==> src/design/cee_pkg.sv <==
`timescale 1ns / 1ps
// ----------------------------------------------------------------------------
// cee_pkg: shared definitions for the exception entry unit
// Action codes, exception numbers, MSR masks and the vector table.
// ----------------------------------------------------------------------------
package cee_pkg;

   typedef enum logic [1:0] {
      ACT_POST      = 2'd0,
      ACT_WRITE_MSR = 2'd1,
      ACT_CHECK     = 2'd2
   } action_type;

   localparam int unsigned NUM_EXC = 8;
   localparam int unsigned EXC_W   = 3;
   localparam int unsigned CAUSE_W = 4;

   localparam logic [EXC_W-1:0] EXC_ISI     = 3'd0;
   localparam logic [EXC_W-1:0] EXC_PROGRAM = 3'd1;
   localparam logic [EXC_W-1:0] EXC_EXT     = 3'd6;
   localparam logic [EXC_W-1:0] EXC_DEC     = 3'd7;

   // exceptions that are checked ahead of the EE gate
   localparam int unsigned NUM_SYNC_EXC = 6;

   localparam logic [CAUSE_W-1:0] CAUSE_NONE = 4'd0;

   localparam logic [31:0] SAVE_MASK  = 32'h87C0_FFFF;
   localparam logic [31:0] CLEAR_MASK = 32'h0004_EF36;
   localparam logic [31:0] ISI_FLAG   = 32'h4000_0000;
   localparam logic [31:0] TRAP_FLAG  = 32'h0004_0000;
   localparam int unsigned EE_BIT     = 15;
   localparam int unsigned ILE_BIT    = 16;
   localparam int unsigned LE_BIT     = 0;

   // set: SRR0 takes npc, clear: SRR0 takes pc
   localparam logic [NUM_EXC-1:0] USE_NPC = 8'b1100_0101;

   typedef struct packed {
      logic                 taken;
      logic [CAUSE_W-1:0]   cause;
      logic [31:0]          next_fetch;
      logic [31:0]          saved_pc;
      logic [31:0]          saved_msr;
      logic [31:0]          machine_state;
      logic [NUM_EXC-1:0]   pending_now;
   } result_type;

   function automatic logic [31:0] exc_vector(input logic [EXC_W-1:0] idx);
      logic [31:0] vec;
      case (idx)
         3'd0:    vec = 32'h8000_0400;
         3'd1:    vec = 32'h8000_0700;
         3'd2:    vec = 32'h8000_0C00;
         3'd3:    vec = 32'h8000_0800;
         3'd4:    vec = 32'h8000_0300;
         3'd5:    vec = 32'h8000_0600;
         3'd6:    vec = 32'h8000_0500;
         3'd7:    vec = 32'h8000_0900;
         default: vec = 32'h8000_0400;
      endcase
      return vec;
   endfunction

endpackage

==> src/design/cpu_exception_entry.sv <==
`timescale 1ns / 1ps
// ----------------------------------------------------------------------------
// cpu_exception_entry: exception entry unit
// Keeps the pending exception set, MSR, SRR0 and SRR1 and performs the
// architectural exception entry at instruction boundaries.
// ----------------------------------------------------------------------------
// Usage:
//   Request channel (req_*): one item per transfer. req_action selects
//   posting exception bits (req_raise_bits), writing MSR (req_msr_value) or
//   an instruction-boundary check with req_pc and req_npc.
//   Response channel (rsp_*): exactly one response per request, in order.
//   It reports whether an exception was entered, its cause, the next fetch
//   address and the SRR0, SRR1, MSR and pending bits after the item.
// Timing:
//   A request is held in the input register; the entry logic then
//   updates the state and loads the response register as the item
//   advances. Throughput is one item per cycle while rsp_ready is high,
//   set by the combinational priority select and state update.
// Reset:
//   Pending set, MSR, SRR0 and SRR1 clear to zero; both stages empty.
// Backpressure:
//   When rsp_ready is low the response holds; one more request can still
//   enter the input register, after which req_ready drops.
// ----------------------------------------------------------------------------
module cpu_exception_entry (
   input  logic                              clock,
   input  logic                              reset,
   input  logic                              req_valid,
   output logic                              req_ready,
   input  logic [1:0]                        req_action,
   input  logic [7:0]                        req_raise_bits,
   input  logic [31:0]                       req_msr_value,
   input  logic [31:0]                       req_pc,
   input  logic [31:0]                       req_npc,
   output logic                              rsp_valid,
   input  logic                              rsp_ready,
   output logic                              rsp_taken,
   output logic [cee_pkg::CAUSE_W-1:0]       rsp_cause,
   output logic [31:0]                       rsp_next_fetch,
   output logic [31:0]                       rsp_saved_pc,
   output logic [31:0]                       rsp_saved_msr,
   output logic [31:0]                       rsp_machine_state,
   output logic [cee_pkg::NUM_EXC-1:0]       rsp_pending_now
);

   // input stage
   logic                            in_vld_ff;
   logic [1:0]                      action_ff;
   logic [cee_pkg::NUM_EXC-1:0]     raise_ff;
   logic [31:0]                     msr_value_ff;
   logic [31:0]                     pc_ff;
   logic [31:0]                     npc_ff;

   // architectural state
   logic [cee_pkg::NUM_EXC-1:0]     pending_ff, pending_in;
   logic [31:0]                     msr_ff, msr_in;
   logic [31:0]                     srr0_ff, srr0_in;
   logic [31:0]                     srr1_ff, srr1_in;

   // output stage
   logic                            out_vld_ff;
   cee_pkg::result_type             res_ff, res_in;

   logic                            advance;
   logic                            hit;
   logic [cee_pkg::EXC_W-1:0]       exc_idx;
   logic [31:0]                     extra;
   logic [31:0]                     msr_le;

   assign advance   = in_vld_ff && (!out_vld_ff || rsp_ready);
   assign req_ready = !in_vld_ff || advance;

   always_ff @(posedge clock) begin
      if (reset) begin
         in_vld_ff <= 1'b0;
      end else if (req_ready) begin
         in_vld_ff <= req_valid;
      end
   end

   always_ff @(posedge clock) begin
      if (req_valid && req_ready) begin
         action_ff    <= req_action;
         raise_ff     <= req_raise_bits;
         msr_value_ff <= req_msr_value;
         pc_ff        <= req_pc;
         npc_ff       <= req_npc;
      end
   end

   // priority select: synchronous causes first, then EE-gated ones
   always_comb begin
      hit     = 1'b0;
      exc_idx = cee_pkg::EXC_ISI;
      for (int i = cee_pkg::NUM_SYNC_EXC - 1; i >= 0; i--) begin
         if (pending_ff[i]) begin
            hit     = 1'b1;
            exc_idx = cee_pkg::EXC_W'(i);
         end
      end
      if (!hit && msr_ff[cee_pkg::EE_BIT]) begin
         if (pending_ff[cee_pkg::EXC_EXT]) begin
            hit     = 1'b1;
            exc_idx = cee_pkg::EXC_EXT;
         end else if (pending_ff[cee_pkg::EXC_DEC]) begin
            hit     = 1'b1;
            exc_idx = cee_pkg::EXC_DEC;
         end
      end
   end

   always_comb begin
      case (exc_idx)
         cee_pkg::EXC_ISI:     extra = cee_pkg::ISI_FLAG;
         cee_pkg::EXC_PROGRAM: extra = cee_pkg::TRAP_FLAG;
         default:              extra = 32'd0;
      endcase
      msr_le = msr_ff;
      msr_le[cee_pkg::LE_BIT] = msr_ff[cee_pkg::LE_BIT] | msr_ff[cee_pkg::ILE_BIT];
   end

   always_comb begin
      pending_in        = pending_ff;
      msr_in            = msr_ff;
      srr0_in           = srr0_ff;
      srr1_in           = srr1_ff;
      res_in.taken      = 1'b0;
      res_in.cause      = cee_pkg::CAUSE_NONE;
      res_in.next_fetch = npc_ff;
      case (action_ff)
         cee_pkg::ACT_POST: begin
            pending_in = pending_ff | raise_ff;
         end
         cee_pkg::ACT_WRITE_MSR: begin
            msr_in = msr_value_ff;
         end
         cee_pkg::ACT_CHECK: begin
            if (hit) begin
               srr0_in = cee_pkg::USE_NPC[exc_idx] ? npc_ff : pc_ff;
               srr1_in = (msr_ff & cee_pkg::SAVE_MASK) | extra;
               msr_in  = msr_le & ~cee_pkg::CLEAR_MASK;
               pending_in[exc_idx] = 1'b0;
               res_in.taken      = 1'b1;
               res_in.cause      = {1'b0, exc_idx} + cee_pkg::CAUSE_W'(1);
               res_in.next_fetch = cee_pkg::exc_vector(exc_idx);
            end
         end
         default: begin
            // unused action: no state change
         end
      endcase
      res_in.saved_pc      = srr0_in;
      res_in.saved_msr     = srr1_in;
      res_in.machine_state = msr_in;
      res_in.pending_now   = pending_in;
   end

   // commit state and load the response as the item advances
   always_ff @(posedge clock) begin
      if (reset) begin
         pending_ff <= '0;
         msr_ff     <= '0;
         srr0_ff    <= '0;
         srr1_ff    <= '0;
         out_vld_ff <= 1'b0;
      end else begin
         if (advance) begin
            pending_ff <= pending_in;
            msr_ff     <= msr_in;
            srr0_ff    <= srr0_in;
            srr1_ff    <= srr1_in;
            out_vld_ff <= 1'b1;
         end else if (rsp_ready) begin
            out_vld_ff <= 1'b0;
         end
      end
   end

   always_ff @(posedge clock) begin
      if (advance) begin
         res_ff <= res_in;
      end
   end

   assign rsp_valid         = out_vld_ff;
   assign rsp_taken         = res_ff.taken;
   assign rsp_cause         = res_ff.cause;
   assign rsp_next_fetch    = res_ff.next_fetch;
   assign rsp_saved_pc      = res_ff.saved_pc;
   assign rsp_saved_msr     = res_ff.saved_msr;
   assign rsp_machine_state = res_ff.machine_state;
   assign rsp_pending_now   = res_ff.pending_now;

endmodule
==> config.mk <==
export PLATFORM = sky130hd
export DESIGN_NAME = cpu_exception_entry
export DESIGN_NICKNAME = d
export VERILOG_FILES = /design/src/design/cee_pkg.sv /design/src/design/cpu_exception_entry.sv
export SDC_FILE = /design/constraint.sdc
export NUM_CORES = 1
export LEC_CHECK = 0
export CORE_AREA = 3 3 216 165
export DETAILED_ROUTE_END_ITERATION = 10
export DIE_AREA = 0 0 219 168
export DONT_BUFFER_PORTS = 1
export PLACE_DENSITY = 0.64
export SKIP_LAST_GASP = 1
export SYNTH_ARGS = -nofsm -noshare
export SYNTH_HDL_FRONTEND = slang
export SYNTH_SLANG_ARGS = --single-unit
==> constraint.sdc <==
create_clock -name clock -period 8.1 [get_ports clock]
set_input_delay 0.81 -clock clock [delete_from_list [all_inputs] [get_ports clock]]
set_output_delay 0.81 -clock clock [all_outputs]
set_load 0.1 [all_outputs]
**Word level (Yosys, flattened, before mapping)**

Memory sizes are Yosys's and may differ from the RTL's.
Cells that the tools add are included.
W data, S select, Z words.

- Register bits after elaboration: 353
- Bits in read-only memories: 40
- Output and inout bits: 143
- Word-level logic and storage cells: 79
- Memories: 2

Memories:

| memory | words | width | read ports | clocked after memory_dff | wr ports | RTL line | source |
|---|---|---|---|---|---|---|---|
| (no name shown) | 8 | 4 | 1 | 0 | 0 | cee_pkg.sv:51 | `case (idx)` |
| (no name shown) | 8 | 1 | 1 | 0 | 0 | cpu_exception_entry.sv:139 | `srr0_in = cee_pkg::USE_NPC[exc_idx] ? npc_ff : pc_ff;` |

- $add $sub $neg: 1
- Order comparisons: 2
- Equality and inequality tests: 3
- Multiplexer cells: 35
- Bitwise logic cells: 5
- Reduce and logical (&&, ||, !) cells: 13

Operators by type and width:

| kind | number |
|---|---|
| $mux W32 | 6 |
| $pmux W32 S2 | 1 |
| $pmux W31 S2 | 1 |
| $mux W37 | 1 |
| $or A32 B31 Y32 | 1 |
| $mux W3 | 9 |
| $mux W19 | 1 |
| $pmux W8 S2 | 1 |
| $mux W1 | 13 |
| $and A8 B8 Y8 | 1 |
| $mux W8 | 1 |
| $not A8 Y8 | 1 |
| $or A8 B8 Y8 | 1 |
| $add A3 B1 Y4 const B | 1 |
| $logic_and A1 B1 Y1 | 4 |
| $lt A3 B4 Y1 const B | 1 |
| $demux W1 S3 | 1 |
| $eq A3 B1 Y1 const B | 1 |
| $ge A3 B1 Y1 const B | 1 |
| $logic_not A1 Y1 | 3 |
| $logic_not A3 Y1 | 1 |
| $eq A2 B1 Y1 const B | 1 |
| $eq A2 B2 Y1 const B | 1 |
| $logic_not A2 Y1 | 1 |
| 4 further kinds | 5 |

**Depth between registers and ports, before layout**

- Depth after elaboration: 17
- Mapped depth: 9

**Least setup slack after synthesis**

OpenSTA, ideal clock, no wires.

- Path type: input to register
- Start point: input port rsp_ready
- End point: register res_ff (netlist bit rsp_cause[0]) (enable)
- Data arrival time: 5598 ps
- Slack: 1942 ps
- Stages: 6
- Buffers on the path: 3
- Cells stage by stage: nand2b_1 nand2_1 clkbuf_8 clkinv_1 clkbuf_1 buf_1

- Cells in the longest elaborated chain, start to end: 2

RTL lines:

| element | RTL line | source |
|---|---|---|
| start, declared | cpu_exception_entry.sv:36 | `input logic rsp_ready,` |
| $logic_or A1 B1 Y1 | cpu_exception_entry.sv:70 | `assign advance = in_vld_ff && (!out_vld_ff \|\| rsp_ready);` |
| $logic_and A1 B1 Y1 | cpu_exception_entry.sv:70 |  |
| net advance | cpu_exception_entry.sv:64 | `logic advance;` |
| end signal, assigned | cpu_exception_entry.sv:181 | `res_ff <= res_in;` |
| end, declared | cpu_exception_entry.sv:62 | `cee_pkg::result_type res_ff, res_in;` |

The timed path passes the listed nets, and every way through them passes these cells.
A chain may end at the register's enable or synchronous reset.

**Worst setup path in the final report**

- Start point: register out_vld_ff, in the netlist rsp_valid
- End point: register pc_ff[31] (enable)

- Cells in the longest elaborated chain, start to end: 5

RTL lines:

| element | RTL line | source |
|---|---|---|
| start, declared | cpu_exception_entry.sv:61 | `logic out_vld_ff;` |
| start signal, assigned | cpu_exception_entry.sv:165 | `out_vld_ff <= 1'b0;` |
| start signal, assigned | cpu_exception_entry.sv:172 | `out_vld_ff <= 1'b1;` |
| start signal, assigned | cpu_exception_entry.sv:174 | `out_vld_ff <= 1'b0;` |
| $logic_not A1 Y1 | cpu_exception_entry.sv:70 |  |
| $logic_or A1 B1 Y1 | cpu_exception_entry.sv:70 |  |
| $logic_and A1 B1 Y1 | cpu_exception_entry.sv:70 |  |
| $logic_or A1 B1 Y1 | cpu_exception_entry.sv:71 | `assign req_ready = !in_vld_ff \|\| advance;` |
| net req_ready | cpu_exception_entry.sv:29 | `output logic req_ready,` |
| $logic_and A1 B1 Y1 | cpu_exception_entry.sv:82 | `if (req_valid && req_ready) begin` |
| end signal, assigned | cpu_exception_entry.sv:86 | `pc_ff <= req_pc;` |
| end, declared | cpu_exception_entry.sv:51 | `logic [31:0] pc_ff;` |

The timed path passes the listed nets, and every way through them passes these cells.

==> results.toml <==
[outcome]
status = "complete, no violations"

[hold_path]
hp-start = "req_raise_bits[6]"
hold_class = "input pin to flop"
holdPathStages = 0
hold_end = "raise_ff[6]"

[layout]
layout_commonest_cell = "edfxtp_1"
layout_common_cells = "edfxtp_1 (247), a21oi_1 (118), nand2_1 (115)"
seq_area_um2 = 9540
multiInputGateArea_um2 = 3320
fillers = 3012
final_nets = 1079
finalInstanceArea_um2 = 14800
drive_above_1_share_pct = 8.09
area_growth_pct = 10.5

[critical_path]
reg2reg_slack_ns = 4.48
slowest_delay_ns = 0.81
reg2reg_depth = 4
crit_path_max_fanout = 68
critPathCaptureType = "flop"
worstSetupPathType = "flop to flop"
worst_path_max_delay_cell = "buf_4"
r2r_end = "pc_ff[31]"
timing.rr.start = "rsp_valid"
crit_chain = "nor2b_1, nand2_1, and2_4, buf_4"
critPathLaunchType = "flop"
arrival_ns = 3.76
crit_required_ns = 8.24

[clocking]
root_buffer = "clkbuf_16"
cts_buffers = 37
cts_setup_buffers = 0
hold_buffers = 0
tritoncts = "yes"
htreeDepth = 2
clk_pin_slew_ns = 0.06
clk_path_buf_depth = 3
clkSinkCount = 353
post_cts_resized = 0
insertion_delay_ns = 0.53

[logic_synthesis]
syn_inst = 989
synth.avg_cell_area_um2 = 13.5
async_flop_share_pct = 0
synth_area_um2 = 13400
ys_ff_latch = 353
ys_types = 49
yosys_warnings = 0
synth_edf_count = 247
ys.flop_type = "edfxtp_1"
syn_nets = 1107
yosysSeqAreaShare_pct = 71.4

[floorplanning]
core_area_um2 = 33500
dieWidth_um = 219
die_area_um2 = 36800
die_y_um = 168
initial_utilization_pct = 39.8
rows = 58
num_io_pins = 253

[route]
first_pass_iters = 7
via_per_inst = 5.29
drtIter0Drc = 629
drt-wirelength-per-cell_um = 20.9
route.antenna.remaining_nets = 0
vias = 7628
wl_um = 30100
drc = 0

[place]
io_buffers = 0
place_area_um2 = 13500
dpl.hpwl_um = 18100
gp_congestion = 0.735

[power_and_ir_drop]
ir_drop_mv = 0.214
p_clk_share_pct = 41.4
combPwrFrac_pct = 3.7
p_int_uw = 3110
p_per_area_nw_per_um2 = 284
switchingPower_uw = 1090
p_leak_uw = 0.00489
swShare_pct = 26.0
p_seq_share_pct = 54.8

[global_route]
grt_max_degree = 150
antenna_found_initial = 4
grt_pass1_wl_um = 44900
grt_overflow_total = 0
grt.total_usage_pct = 15.9
grt_pass1_vias = 7237

[job]
maxCapViolations = 0

[sta]
worst_pin_slew_ns = 1.02
fmax_mhz = 276
finalMaxSlewViolations = 0
finalSetupTns_ns = 0
fin_crit_ns = 3.62
hold_viol_final = 0
slew_headroom_pct = 31.9
skew_ns = 0.0167
hold_ws_ns = 0.376
setup_viol = 0
rsz0062_at_grt = "no"
timing.final.crit_share_pct = 44.7
-- layer usage --
metal / wire length (µm) / track usage, % / vias to the layer above
met3: 2490 / 5.88 / 59
met4: 734 / 4.59 / 6
li1: - / - / 3606
met5: 47 / 0 / -
met2: 13000 / 23.0 / 257
met1: 13800 / 22.3 / 3700
-- registers in the layout, indices dropped and copies added, names as in the netlist --
name and flops:
msr_ff 32, msr_value_ff 32, npc_ff 32, pc_ff 32, rsp_machine_state 32, rsp_next_fetch 32, rsp_saved_msr 32, rsp_saved_pc 32
srr0_ff 32, srr1_ff 32, pending_ff 8, raise_ff 8, rsp_pending_now 8, rsp_cause 4, action_ff 2, in_vld_ff 1
rsp_taken 1, rsp_valid 1
-- worst max-delay path by stage --
stage	start	end	slack, ns	cells past startpoint
finish	rsp_valid	pc_ff[31]	4.48	4
global route	rsp_valid	srr0_ff[14]	4.26	7
detailed placement	rsp_valid	npc_ff[25]	4.46	4
CTS	rsp_valid	msr_value_ff[26]	4.45	4
floorplan	rsp_ready	rsp_cause[0]	1.94	6
global placement	rsp_valid	npc_ff[14]	4.49	4
-- cells in the mapped netlist, types with 2 or more instances --
library cell	n	share of area, %
nand2b_1	5	0.23
nor2_1	50	1.4
inv_1	4	0.11
a32o_1	13	0.97
edfxtp_1	247	56
nand3_1	26	0.97
nand4_1	2	0.094
mux2i_1	32	2.4
inv_2	2	0.056
a311oi_1	2	0.13
a31oi_1	14	0.66
a211oi_1	40	2.2
nor2b_1	3	0.14
a21oi_1	118	4.4
ha_1	8	0.75
clkbuf_1	25	0.70
buf_2	20	0.75
nand2_1	116	3.3
buf_6	10	0.84
a22o_1	32	2.1
and3_1	2	0.094
dfxtp_1	106	16
dlygate4sd3_1	2	0.15
clkbuf_8	9	0.93
o21ai_0	30	1.1
buf_1	4	0.11
and2_1	45	2.1
-- power by group through the flow --
stage | Sequential, µW | Combinational [µW] | Clock [µW]
floorplan | 2330 | 133 | 0
global placement | 2340 | 156 | 0
detailed placement | 2340 | 160 | 0
CTS | 2300 | 160 | 1800
global route | 2310 | 176 | 1870
finish | 2300 | 157 | 1740
-- metrics by stage --
stage | utilization (%) | instances | worst slack (ns) | total power, µW
final | 44.0 | 1441 | 4.48 | 4200
after floorplan | - | 989 | 1.94 | 2460
after global placement | 40.3 | 1372 | 4.49 | 2490
after global routing | 44.0 | 1441 | 4.26 | 4360
after CTS | 44.0 | 1439 | 4.45 | 4260
after detailed placement | 40.3 | 1372 | 4.46 | 2500
-- area by class of cell --
type,count,share of cell area (%)
Tap cell,450,3.82
Clock inverter,18,1.64
Antenna cell,2,0.0339
Clock buffer,49,6.85
Sequential cell,353,64.6
Timing Repair Buffer,6,0.305
Multi-Input combinational cell,556,22.5
Inverter,7,0.246
-- worst max-delay path: cells and delay by family (launching register included) --
kind	cells	cell delay, ns
flip-flops	1	0.65
AND/OR/NAND/NOR	3	1.68
buffers and inverters	1	0.81
-- kinds of logic (layout without fill, tap and decap cells) --
family                     Yosys count  after routing  synth area share [%]
DFF                                353            353                  71.4
and+or+nand+nor                    255            255                  8.64
AOI/OAI and AO/OA                  259            259                  12.7
other                                0              2                     0
muxes                               33             33                  2.48
xor gates and xnor gates             1              1                0.0656
adders and majority gates            8              8                 0.749
buffers and inverters               80             80                  3.92
No activity file was read; power rests on OpenSTA's default activity.
